### config.mk
export PLATFORM = sky130hd
export DESIGN_NAME = glmf_fifo
export DESIGN_NICKNAME = d
export VERILOG_FILES = /design/src/glmf_pkg.sv /design/src/glmf_fifo.sv
export SDC_FILE = /design/constraint.sdc
export NUM_CORES = 1
export LEC_CHECK = 0
export BUFFER_PORTS_ARGS = -buffer_cell sky130_fd_sc_hd__buf_4
export CORE_MARGIN = 1.5
export CORE_UTILIZATION = 45
export CTS_CLUSTER_SIZE = 16
export DETAILED_ROUTE_END_ITERATION = 6
export PLACE_DENSITY_LB_ADDON = 0.12
export SYNTH_ARGS = -nofsm -noshare
export SYNTH_HDL_FRONTEND = slang
export SYNTH_SLANG_ARGS = --single-unit
### constraint.sdc
create_clock -name clk -period 8.3 [get_ports clk]
set_clock_uncertainty 0.1 [all_clocks]
set_input_delay 0.415 -clock clk [delete_from_list [all_inputs] [get_ports clk]]
set_output_delay 0.415 -clock clk [all_outputs]
set_load 0.05 [all_outputs]
### src/glmf_pkg.sv
// ----------------------------------------------------------------------------
// glmf_pkg
// types, constants and record layouts of the grid local maximum finder
// ----------------------------------------------------------------------------
package glmf_pkg;

	localparam int MAX_SIDE_DEF    = 1024;
	localparam int HEIGHT_BITS_DEF = 16;

	// configuration register
	localparam int                SIDE_W        = 11;
	localparam logic [SIDE_W-1:0] SIDE_RESET    = 11'd1024;
	localparam int                APB_AW        = 3;
	localparam logic [0:0]        REG_GRID_SIDE = 1'b0;

	// result record field widths
	localparam int OUT_H_W    = 16;
	localparam int IDX_OUT_W  = 10;
	localparam int TOTAL_W    = 20;
	localparam int COUNT_W    = 21;
	localparam int OUT_DATA_W = 56;

	// record kinds
	localparam logic KIND_PEAK  = 1'b0;
	localparam logic KIND_TOTAL = 1'b1;

	// output queue
	localparam int FIFO_DEPTH = 8;
	localparam int FIFO_AW    = 3;

	typedef struct packed {
		logic                 kind;
		logic [OUT_H_W-1:0]   height;
		logic [IDX_OUT_W-1:0] row;
		logic [IDX_OUT_W-1:0] col;
		logic [TOTAL_W-1:0]   total;
		logic                 last;
	} glmf_rec_t;

	// per-sample control handed from the address stage to the window stage
	typedef struct packed {
		logic                 valid;
		logic                 test;
		logic                 is_final;
		logic [IDX_OUT_W-1:0] row;
		logic [IDX_OUT_W-1:0] col;
	} glmf_ctl_t;

	// up to two records produced by one sample
	typedef struct packed {
		logic [1:0] cnt;
		glmf_rec_t  first;
		glmf_rec_t  second;
	} glmf_push_t;

endpackage

### src/glmf_fifo.sv
// ----------------------------------------------------------------------------
// glmf_fifo
// result queue, takes up to two records a cycle, gives one
// ----------------------------------------------------------------------------
module glmf_fifo import glmf_pkg::*; (
	input  logic               clk,
	input  logic               arst_n,
	input  glmf_push_t         push,
	input  logic               pop,
	output glmf_rec_t          head,
	output logic               not_empty,
	output logic [FIFO_AW:0]   count
);

	glmf_rec_t            slot_q [FIFO_DEPTH];
	logic [FIFO_AW-1:0]   wr_q;
	logic [FIFO_AW-1:0]   rd_q;
	logic [FIFO_AW:0]     cnt_q;

	always_ff @(posedge clk) begin
		case (push.cnt)
			2'd1: begin
				slot_q[wr_q] <= push.first;
			end
			2'd2: begin
				slot_q[wr_q]                      <= push.first;
				slot_q[FIFO_AW'(wr_q + 1'b1)]     <= push.second;
			end
			default: begin
			end
		endcase
	end

	always_ff @(posedge clk or negedge arst_n) begin
		if (!arst_n) begin
			wr_q  <= '0;
			rd_q  <= '0;
			cnt_q <= '0;
		end else begin
			wr_q  <= FIFO_AW'(wr_q + FIFO_AW'(push.cnt));
			rd_q  <= FIFO_AW'(rd_q + FIFO_AW'(pop));
			cnt_q <= (FIFO_AW+1)'(cnt_q + (FIFO_AW+1)'(push.cnt) - (FIFO_AW+1)'(pop));
		end
	end

	assign head      = slot_q[rd_q];
	assign not_empty = (cnt_q != '0);
	assign count     = cnt_q;

endmodule

Word level (Yosys, flattened, before mapping)
Memory sizes are Yosys's and may differ from the RTL's.
Index checks and enable logic that the tools add are counted.
{ "word_totals": {"register_bits": 10, "latch_bits": 0, "ram_bits": 464, "mem_bits_ro": 0, "inputBits": 121, "output_inout_bits": 63, "elab_cells": 18, "mem_count": 1} }
{ "memory_table": {"columns": ["name", "depth", "width", "read_ports", "rd_clocked_by_memory_dff", "wr", "line_no", "rtl"], "rows": [
  ["slot_q", 8, 58, 1, 0, 2, "glmf_fifo.sv:15", "glmf_rec_t slot_q [FIFO_DEPTH];"]
]} }
{ "classes": {"addsub": 5, "multipliers": 0, "n_div": 0, "magnitude_cmp": 0, "n_eq_ne": 2, "shifts": 0, "n_mux": 5, "bitwise_logic": 1, "n_reduce_logical": 1} }
{ "op_table": {"columns": ["operator", "count"], "rows": [
  ["two-way mux 58 bit", 1],
  ["adder 4 x 2 -> 4 bit", 1],
  ["two-way mux 1 bit", 4],
  ["nonzero test 4 bit", 1],
  ["subtractor 4 x 1 -> 4 bit", 1],
  ["adder 3 x 1 -> 3 bit", 1],
  ["adder 3 x 1 -> 3 bit (second input constant)", 1],
  ["adder 3 x 2 -> 3 bit", 1],
  ["== test 2 x 1 -> 1 bit (second input constant)", 1],
  ["== test 2 bit (second input constant)", 1],
  ["bitwise OR 1 bit", 1]
]} }

Logic depth before layout (Yosys ltp)
{ "depth": {"ltp_word": 4, "ltp_mapped": 7, "mapped_depth_nobuf": 7} }

Worst setup path before layout
OpenSTA, ideal clock, no wires.
{ "synth_timing": {"kind": "input to register", "startpoint": "input push[116] in the netlist's numbering", "endpoint": "memory slot_q[0][0] in the netlist's numbering (enable)", "setup_ns": 0.563, "arrival_time_ns": 5.410, "required_ns": 7.637, "slack_ns": 2.227, "path_stages": 4, "path_buffers": 0, "cell_sequence": "inv_1 ha_1 or2_2 o32ai_1"} }
{ "synth_rtl": {"columns": ["item", "line_no", "rtl"], "rows": [
  ["start, declared", "glmf_fifo.sv:8", "input glmf_push_t push,"],
  ["end, declared", "glmf_fifo.sv:15", null]
]} }

==> out/metrics.csv <==
stage,metric,value,unit
floorplanning,row_count,83,
run_status,status,"finished, final reports clean",
power_and_ir_drop,p_comb_share,42.2,%
logic_synthesis,synth_top_area_share,59.1,%
global_routing,grt_pass1_wl,87400,um
route,routedWlPerCell,26.9,um
route,drtIter0Drc,831,
power_and_ir_drop,p_switching,3.84,mW
clocking,cts.sinks,474,
sta,tns,0,ps
placement,place_hpwl,30500,um
logic_synthesis,synth_nets,1385,
critical_path,cp_data_arrival_time,3560,ps
route,dr.pass1.iters,4,
global_routing,grt-ovfl-total,0,
floorplanning,die_w,232,um
clocking,ctsHtreeMaxLevel,2,
logic_synthesis,seq_area_frac_synth,60.2,%
sta,hold_viol_final,0,
logic_synthesis,ys_types,29,
sta,finalCritPeriodShare,49.0,%
logic_synthesis,async_flop_share,2.11,%
logic_synthesis,yosysWarnings,0,
sta,finalSetupViolCount,0,
route,routed_wl,57900,um
sta,maxSlewViolCount,0,
sta,tightestPinTransition,1120,ps
global_routing,grt_max_degree,88,
final_layout,final_nets,1564,
floorplanning,ioPinCount,184,
clocking,cts_buffers,52,
sta,holdWs,67.3,ps
clocking,cts_root_buf,clkbuf_16,
sta,fmax,0.246,GHz
sta,slew_headroom,25.1,%
power_and_ir_drop,irDropWorstVdd,0.265,mV
final_layout,drive_above_1_share,63.2,%
clocking,clk_latency,600,ps
power_and_ir_drop,p_int,6.39,mW
floorplanning,start_util,45.7,%
power_and_ir_drop,clkPwrFrac,21.9,%
logic_synthesis,synth_area_leaders,"edfxtp_1 (59%), mux2_2 (25%), mux4_2 (11%)",
hold_path,hp-class,in -> reg,
logic_synthesis,yosys.area.top_type,edfxtp_1,
critical_path,worstSetupEndpointType,output pin,
route,via_count,12500,
logic_synthesis,postSynthCellCount,1251,
power_and_ir_drop,swShare,37.5,%
critical_path,path_max_fanout,62,
route,via_per_inst,5.78,
power_and_ir_drop,power.total,10.2,mW
floorplanning,die_h,232,um
sta,finalCriticalPeriod,4070,ps
clocking,path_clk_slew,60,ps
floorplanning,coreArea,0.0515,mm2
sta,rsz0062_at_grt,false,
flow_run,drv_cap,0,
power_and_ir_drop,p_seq_share,35.9,%
power_and_ir_drop,powerDensity,374,mW/mm2
final_layout,synthToLayoutAreaGrowth,16.1,%
logic_synthesis,synth_edf_count,464,
placement,portBuffers,183,
logic_synthesis,synth_flop_cell,edfxtp_1,
critical_path,critical_path_class,reg -> out,
power_and_ir_drop,p_leak,9.13,nW
global_routing,antenna_found_initial,8,
global_routing,grt.total_usage,22.0,%
clocking,clockBufferDepth,3,
critical_path,cp-start-kind,register,
logic_synthesis,netlist_area,0.0236,mm2
clocking,cts_tree,yes,
route,route.detailed.drc,0,
critical_path,required,7790,ps
placement,gp_congestion,0.751,
global_routing,grt_pass1_vias,13500,
logic_synthesis,synth.avg_cell_area,18.8,um2
floorplanning,die-area,0.0537,mm2
route,ant_nets,0,
logic_synthesis,ys_ff_latch,474,
-- area by class of cell --
type,instances,area (um2)
flip-flops and latches,474,14200
clock inverters,36,269
well taps,680,851
clock buffers,62,1360
inverters,10,37.5
repair buffers,207,1580
diodes,3,7.51
fillers,4204,24100
multi-input cells,685,9070
-- logic make-up after synthesis --
kind of cell,share of synthesized area [%]
muxes,36.0
DFF,60.2
buffers and inverters,2.03
and+or+nand+nor,0.425
adders and majority gates,0.754
AOI/OAI and AO/OA,0.287
xor gates and xnor gates,0.287
-- through the flow --
stage | instance area, um2 | std cells | setup slack, ps | util, %
floorplan | 23600 | 1251 | 2230 | -
global placement | 25700 | 2052 | 4370 | 49.9
detailed placement | 25700 | 2052 | 4310 | 49.9
CTS | 27400 | 2154 | 4140 | 53.1
global route | 27400 | 2157 | 4070 | 53.1
finish | 27400 | 2157 | 4230 | 53.1
-- power by group through the flow --
stage	Combinational [mW]	Clock [mW]	Sequential, mW
2_1_floorplan	3.15	0	3.61
6_report	4.31	2.24	3.68
3_5_place_dp	4.37	0	3.73
5_1_grt	4.55	2.38	3.74
3_3_place_gp	4.35	0	3.72
4_1_cts	4.39	2.30	3.69
-- cells in the mapped netlist, drive strengths merged (2+ instances only) --
cell / n
mux4: 116
o21ai: 2
clkbuf: 13
nor3: 2
ha: 11
nand2b: 3
buf: 69
nor2: 4
nand3: 2
mux2: 522
xor2: 5
fa: 2
o32ai: 2
edfxtp: 464
inv: 10
o21bai: 2
dfrtp: 10
nand2: 4
o22ai: 2
-- worst paths after layout --
kind                                  to  slack (ps)  depth (start not counted)     start
max                              head[3]        4230                          4   rd_q[2]
min                        slot_q[4][20]          70                          2  push[78]
max reg2reg                slot_q[1][38]        4360                          5   wr_q[0]
min reg2reg                      wr_q[1]         560                          1   wr_q[1]
max in group asynchronous        rd_q[2]        7840                          2    arst_n
min in group asynchronous       count[3]          80                          2    arst_n
-- critical path: stages (launching register included) --
cell and delay [ps]:
dfrtp_4 1030, buf_4 920, mux4_2 440, mux2_2 330, buf_4 200
-- cells in the final DEF (no fill, tap or decap), drive strengths merged, types with 3 or more instances in the layout --
master	n
mux2	522
edfxtp	464
buf	203
mux4	116
clkbuf	62
clkinv	29
inv	13
ha	11
dfrtp	10
xor2	5
nor2	4
bufinv	4
dlygate4sd3	4
nand2	4
diode	3
nand2b	3
-- registers in the layout, indices dropped and copies added (netlist names) --
| name | flops |
|---|---|
| count | 4 |
| slot_q | 464 |
| rd_q | 3 |
| wr_q | 3 |
-- routing by layer --
| layer | global-route usage [%] | wire, um |
|---|---|---|
| met1 | 29.3 | 25100 |
| met2 | 37.1 | 29100 |
| met3 | 4.30 | 2760 |
| met4 | 5.54 | 960 |
| met5 | 0 | 63 |
-- what timing repair did --
action	4_1_cts	5_1_grt
endpoints found under the hold margin	14	0
hold buffers	4	0
setup buffers	0	0
gates resized for setup	0	0
(Power assumes the default switching activity.)
