<file path="src/glmf_pkg.sv">
// ----------------------------------------------------------------------------
// glmf_pkg
// types, constants and record layouts of the grid local maximum finder
// ----------------------------------------------------------------------------
package glmf_pkg;

	localparam int MAX_SIDE_DEF    = 1024;
	localparam int HEIGHT_BITS_DEF = 16;

	// configuration register
	localparam int                SIDE_W        = 11;
	localparam logic [SIDE_W-1:0] SIDE_RESET    = 11'd1024;
	localparam int                APB_AW        = 3;
	localparam logic [0:0]        REG_GRID_SIDE = 1'b0;

	// result record field widths
	localparam int OUT_H_W    = 16;
	localparam int IDX_OUT_W  = 10;
	localparam int TOTAL_W    = 20;
	localparam int COUNT_W    = 21;
	localparam int OUT_DATA_W = 56;

	// record kinds
	localparam logic KIND_PEAK  = 1'b0;
	localparam logic KIND_TOTAL = 1'b1;

	// output queue
	localparam int FIFO_DEPTH = 8;
	localparam int FIFO_AW    = 3;

	typedef struct packed {
		logic                 kind;
		logic [OUT_H_W-1:0]   height;
		logic [IDX_OUT_W-1:0] row;
		logic [IDX_OUT_W-1:0] col;
		logic [TOTAL_W-1:0]   total;
		logic                 last;
	} glmf_rec_t;

	// per-sample control handed from the address stage to the window stage
	typedef struct packed {
		logic                 valid;
		logic                 test;
		logic                 is_final;
		logic [IDX_OUT_W-1:0] row;
		logic [IDX_OUT_W-1:0] col;
	} glmf_ctl_t;

	// up to two records produced by one sample
	typedef struct packed {
		logic [1:0] cnt;
		glmf_rec_t  first;
		glmf_rec_t  second;
	} glmf_push_t;

endpackage

</file>
<file path="src/glmf_peak.sv">
// ----------------------------------------------------------------------------
// glmf_peak
// 3x3 window registers, strict maximum test and peak counter
// ----------------------------------------------------------------------------
module glmf_peak import glmf_pkg::*; #(
	parameter int HEIGHT_BITS = HEIGHT_BITS_DEF
) (
	input  logic                          clk,
	input  logic                          arst_n,
	input  logic                          restart,
	input  glmf_ctl_t                     ctl,
	input  logic signed [HEIGHT_BITS-1:0] sample,
	input  logic signed [HEIGHT_BITS-1:0] upper,
	input  logic signed [HEIGHT_BITS-1:0] middle,
	output glmf_push_t                    push
);

	// rows top, middle, bottom; two columns each (c-2, c-1)
	logic signed [HEIGHT_BITS-1:0] win_q [6];
	logic [COUNT_W-1:0]            count_q;

	logic signed [HEIGHT_BITS-1:0] ctr;
	logic                          peak;
	logic [COUNT_W-1:0]            count_inc;
	glmf_rec_t                     peak_rec;
	glmf_rec_t                     tot_rec;

	always_comb begin
		ctr  = win_q[3];
		peak = ctl.test &&
			(win_q[0] < ctr) && (win_q[1] < ctr) && (upper  < ctr) &&
			(win_q[2] < ctr) &&                     (middle < ctr) &&
			(win_q[4] < ctr) && (win_q[5] < ctr) && (sample < ctr);
		count_inc = count_q + COUNT_W'(peak);

		peak_rec        = '0;
		peak_rec.kind   = KIND_PEAK;
		peak_rec.height = OUT_H_W'($unsigned(ctr));
		peak_rec.row    = ctl.row;
		peak_rec.col    = ctl.col;
		peak_rec.last   = !ctl.is_final;

		tot_rec       = '0;
		tot_rec.kind  = KIND_TOTAL;
		tot_rec.total = count_inc[TOTAL_W-1:0];
		tot_rec.last  = 1'b1;

		push = '0;
		if (ctl.valid) begin
			if (peak) begin
				push.first = peak_rec;
				push.cnt   = 2'd1;
				if (ctl.is_final) begin
					push.second = tot_rec;
					push.cnt    = 2'd2;
				end
			end else if (ctl.is_final) begin
				push.first = tot_rec;
				push.cnt   = 2'd1;
			end
		end
	end

	always_ff @(posedge clk or negedge arst_n) begin
		if (!arst_n) begin
			count_q <= '0;
			for (int i = 0; i < 6; i++) begin
				win_q[i] <= '0;
			end
		end else if (restart) begin
			count_q <= '0;
		end else if (ctl.valid) begin
			win_q[0] <= win_q[1];
			win_q[1] <= upper;
			win_q[2] <= win_q[3];
			win_q[3] <= middle;
			win_q[4] <= win_q[5];
			win_q[5] <= sample;
			count_q  <= ctl.is_final ? '0 : count_inc;
		end
	end

endmodule

</file>
<file path="config.mk">
export PLATFORM = sky130hd
export DESIGN_NAME = glmf_peak
export DESIGN_NICKNAME = d
export VERILOG_FILES = /design/src/glmf_pkg.sv /design/src/glmf_peak.sv
export SDC_FILE = /design/constraint.sdc
export NUM_CORES = 1
export LEC_CHECK = 0
export ABC_AREA = 1
export BUFFER_PORTS_ARGS = -buffer_cell sky130_fd_sc_hd__buf_2
export CAP_MARGIN = 0
export CORE_MARGIN = 5
export CORE_UTILIZATION = 45
export DETAILED_ROUTE_END_ITERATION = 16
export MAX_ROUTING_LAYER = met4
export PLACE_DENSITY = 0.71
export SLEW_MARGIN = 20
export SYNTH_ARGS = -nofsm -noshare
export SYNTH_HDL_FRONTEND = slang
export SYNTH_SLANG_ARGS = --single-unit
</file>
<file path="constraint.sdc">
create_clock -name clk -period 4 [get_ports clk]
set_input_delay 0.6 -clock clk [delete_from_list [all_inputs] [get_ports clk]]
set_output_delay 0.6 -clock clk [all_outputs]
set_load 0.005 [all_outputs]
</file>
* After elaboration in Yosys (flattened, before gate mapping) *
Cells that the tools add are included.

storage, ports and cells
  logic and storage cells = 37
  input port bits = 74
  output and inout bits = 118
  bits in registers = 117

cells by class
  $add $sub $neg = 1
  multiplexer cells = 9
  reduce and logical (&&, ||, !) cells = 11
  bitwise logic cells = 1
  order comparisons = 8

operator list
  cell               number
  $lt 16x16->1       8
  $mux 118           1
  $mux 58            2
  $mux 21            3
  $mux 60            1
  $mux 59            1
  $add 21x1->21      1
  $logic_and 1x1->1  8
  $mux 2             1
  $reduce_and 2->1   1
  $reduce_bool 2->1  1
  $logic_not 1->1    1
  $not 1->1          1

* Longest topological paths before layout *
  depth in word-level cells = 13
  mapped depth = 26

* Worst setup path after synthesis *
Ideal clock, no wire load.

  path kind = input to output
  start point = input port middle[15]
  end point = output port push[15] (netlist bit)
  buffers on the path = 1
  data arrival time = 3.570 ns
  data required time = 3.400 ns
  setup slack = -0.170 ns
  stages on the path = 23
  cells stage by stage = ha_1 nand2_1 inv_1 nand3_1 inv_1 a21oi_1 nand2_1 nand2_1 nand2_1 nor2_1 nand3_2 nor2_2 buf_4 ha_1 ha_1 nand4_1 nor2_1 nand3_1 nor2_2 nand3_1 xor2_1 nand2_1 nor3_1

RTL lines
  element      line             source
  from (decl)  glmf_peak.sv:14  input logic signed [HEIGHT_BITS-1:0] middle,
  to (decl)    glmf_peak.sv:15  output glmf_push_t push

==> results_tabular.tex <==
\begin{tabular}{lr}
\hline
Metric & Value \\
\hline
\multicolumn{2}{l}{\textbf{Status}} \\
Result of the run & finished with violations \\
Failing checks & setup timing \\
\multicolumn{2}{l}{\textbf{Clocking}} \\
Clock latency of the later-clocked register in the worst-skew pair & 0.43 ns \\
Longest Clk Path Bufs & 2 \\
Number of buffers created by CTS & 17 \\
Clock tree from TritonCTS & done \\
Clock Tree Root & sky130\_fd\_sc\_hd\_\_clkbuf\_16 \\
CTS clock-pin slew for the worst setup and hold paths & 0.06 ns \\
\# clock sinks & 116 \\
H-tree Lvls & 4 \\
\multicolumn{2}{l}{\textbf{Route}} \\
Residual DRC & 0 \\
Initial detailed-routing violation count & 363 \\
First-pass iteration count of the detailed router & 5 \\
Remaining antenna violation count & 0 \\
Total number of vias & 8569 \\
WL per Instance & 14.7 µm \\
Via-per-instance ratio & 5.03 \\
Total wirelength of the detailed-routed design & 24.9 mm \\
\multicolumn{2}{l}{\textbf{Die}} \\
Die outline area & 0.0225 mm² \\
Die extent in y & 150 µm \\
Width of the chip & 150 µm \\
Std cell rows & 51 \\
Placeable Area & 0.0194 mm² \\
Starting utilization of the core area & 45.5\% \\
Top-level I/O count & 192 \\
\multicolumn{2}{l}{\textbf{Placed design}} \\
RD Place Congestion & 0.932 \\
Total placed instance area & 0.0102 mm² \\
Estimated wirelength of the detail-placed design & 16.7 mm \\
Port Buffer Count & 155 \\
\multicolumn{2}{l}{\textbf{STA}} \\
Sum of negative setup slack & -10.04 ns \\
Slew of the pin with the lowest slew margin & 0.979 ns \\
Final hold slack & 0.222 ns \\
Final Hold Fails & 0 \\
Largest clock skew in the final design & 0.00598 ns \\
Final setup slack of the worst path & -0.512 ns \\
Headroom to the max-slew limit & 34.8\% \\
Max Clk Rate & 0.222 GHz \\
Final worst path period share & 113\% \\
Final number of max-transition violations & 0 \\
Unrepaired setup endpoints after global routing & yes \\
Clock period minus final worst setup slack & 4.51 ns \\
Endpoints failing setup & 29 \\
\multicolumn{2}{l}{\textbf{Critical path}} \\
Worst setup SP type & register \\
Crit-path max FO & 5 \\
Data arrival time of the critical path & 3.91 ns \\
Slowest stage cell, crit path & sky130\_fd\_sc\_hd\_\_dfrtp\_1 \\
Type of the worst setup path & register to output pin \\
R2R Setup Slk & -0.46 ns \\
Crit path capture & push[17] \\
Data required time at the worst endpoint & 3.40 ns \\
Worst setup EP type & output pin \\
Slowest Stage Delay on Critical Path & 0.39 ns \\
Critical Path Start & ctr[1]\$\_DFFE\_PN0P\_ \\
R2R Path Start & ctr[1]\$\_DFFE\_PN0P\_ \\
R2R cell count & 37 \\
Critical path's most frequent cell & sky130\_fd\_sc\_hd\_\_nand2\_1 \\
Endpoint of the most critical register-to-register path & count\_q[16]\$\_DFFE\_PN0P\_ \\
\multicolumn{2}{l}{\textbf{Global routing}} \\
Met1 capacity usage during global routing & 26.6\% \\
Global-route met2 utilization & 38.4\% \\
Busiest layer in global routing & met2 \\
First-pass GRT wire length & 39.9 mm \\
Vias in the first global route & 8647 \\
GR Overflow Total & 0 \\
Maximum number of pins on one net before global-route repair & 99 \\
All-layer global routing usage & 22.4\% \\
Met3 GRT Util & 3.94\% \\
Initial antenna violation count & 0 \\
\multicolumn{2}{l}{\textbf{Yosys}} \\
Register bit total from synthesis & 116 \\
Combined area of all synthesized cells & 0.00884 mm² \\
Top cell type's share of synthesized area & 32.9\% \\
Number of warnings reported in the yosys synthesis log & 0 \\
Portion of the post-synthesis area used by sequential elements & 32.9\% \\
Most area-consuming cells after synthesis & sky130\_fd\_sc\_hd\_\_dfrtp\_1 33\%, sky130\_fd\_sc\_hd\_\_nand2\_1 18\%, sky130\_fd\_sc\_hd\_\_ha\_1 18\% \\
Mapped Cells & 1169 \\
Mean cell area of the mapped netlist & 7.56 µm² \\
Biggest area consumer among synthesized cells & sky130\_fd\_sc\_hd\_\_dfrtp\_1 \\
Number of different library cells in the post-synthesis netlist & 33 \\
\multicolumn{2}{l}{\textbf{Power and ir drop}} \\
VDD IR max & 0.359 mV \\
Total power density per cell area & 370 mW/mm² \\
Standby leakage power & 6.16 nW \\
\multicolumn{2}{l}{\textbf{Layout}} \\
Area growth from synthesis to final layout & 35.7\% \\
Fin nets & 1622 \\
Core occupancy in the finished layout & 61.8\% \\
Layout cells sized above 1 & 34.9\% \\
Most common cell after layout, fill and taps aside & sky130\_fd\_sc\_hd\_\_nand2\_1 \\
Finished Cell Area & 0.0120 mm² \\
Commonest cells after routing, fill and taps aside & 409 x sky130\_fd\_sc\_hd\_\_nand2\_1, 154 x sky130\_fd\_sc\_hd\_\_buf\_2, 116 x sky130\_fd\_sc\_hd\_\_dfrtp\_1 \\
Number of diodes & 0 \\
\multicolumn{2}{l}{\textbf{Min path}} \\
HP Class & input port to asynchronous set/reset pin \\
\multicolumn{2}{l}{\textbf{Run}} \\
Number of max-capacitance violations reported & 0 \\
\hline
\end{tabular}
-- cell usage after synthesis, drive strengths merged --
master  instances
nand4           9
clkinv          1
a21o            1
a21oi          55
ha            124
a211oi          2
o32ai           1
nand3b          1
a22o            1
nor4            6
nand2         426
dfrtp         116
clkbuf         28
nor2           53
inv            86
nor3           71
o21ai          72
xor2            7
or2             2
nand3          45
o21a            4
o21bai          3
conb            1
buf            54
-- sequential cells by signal, summed over array words and instances, names as in the netlist --
signal   cells
ctr         16
win_q       80
count_q     20
-- critical path, delay by kind of cell, from the launching register on --
kind,cells,cell delay (ns)
AND/OR/NAND/NOR,16,1.76
buffers and inverters,5,0.59
adder cells (fa/ha/maj),3,0.54
flip-flops,1,0.39
AO/OA/AOI/OAI,2,0.19
-- worst min path at each step --
stage | startpoint | end | slack, ns
3_5_place_dp | win_q[21]$_DFFE_PN0P_ | win_q[21]$_DFFE_PN0P_ | 0.47
4_1_cts | sample[13] | win_q[13]$_DFFE_PN0P_ | 0.38
3_3_place_gp | win_q[88]$_DFFE_PN0P_ | win_q[88]$_DFFE_PN0P_ | 0.46
6_report | arst_n | count_q[6]$_DFFE_PN0P_ | 0.22
2_1_floorplan | arst_n | count_q[0]$_DFFE_PN0P_ | 0.30
5_1_grt | arst_n | count_q[6]$_DFFE_PN0P_ | 0.29
-- per-layer routing --
layer | wire length [µm] | share of wire (%)
met2 | 12700 | 51
met1 | 10300 | 41
met4 | 606 | 2.4
met5 | 0 | 0
met3 | 1340 | 5.4
-- layout make-up --
cell class              instances  area [µm²]
fillers                      1684        7410
multi-input cells             919        6010
inverters                      87         344
well taps                     265         332
clock buffers                  20         457
repair buffers                283        1820
flip-flops and latches        116        2900
clock inverters                12         131
-- report_power, final --
group / internal [mW] / switching (mW) / total (mW)
clock: 0.946 / 0.575 / 1.52
combinational: 0.634 / 0.854 / 1.49
sequential: 1.32 / 0.116 / 1.43
-- timing repair --
| item | CTS | global route |
|---|---|---|
| setup buffers | 41 | 12 |
| pin swaps | 81 | 50 |
| gates resized for setup | 106 | 74 |
| hold buffers | 0 | 0 |
| setup endpoints to repair | 35 | 42 |
-- metrics by stage --
step	power, mW	std cells	worst slack, ns
6_report	4.44	1702	-0.512
2_1_floorplan	2.26	1204	0.00100
3_3_place_gp	2.61	1619	-0.250
4_1_cts	4.35	1691	-0.363
5_1_grt	4.73	1702	-0.754
3_5_place_dp	2.66	1619	-0.296
-- cells by family after synthesis --
family	after synthesis	synth area share [%]
AND/OR/NAND/NOR	613	30.8
other	1	0.0424
adder cells (fa/ha/maj)	124	17.6
buffers and inverters	169	9.80
AO/OA/AOI/OAI	139	8.28
flip-flops	116	32.9
XOR/XNOR	7	0.694
(Power assumes the default switching activity.)
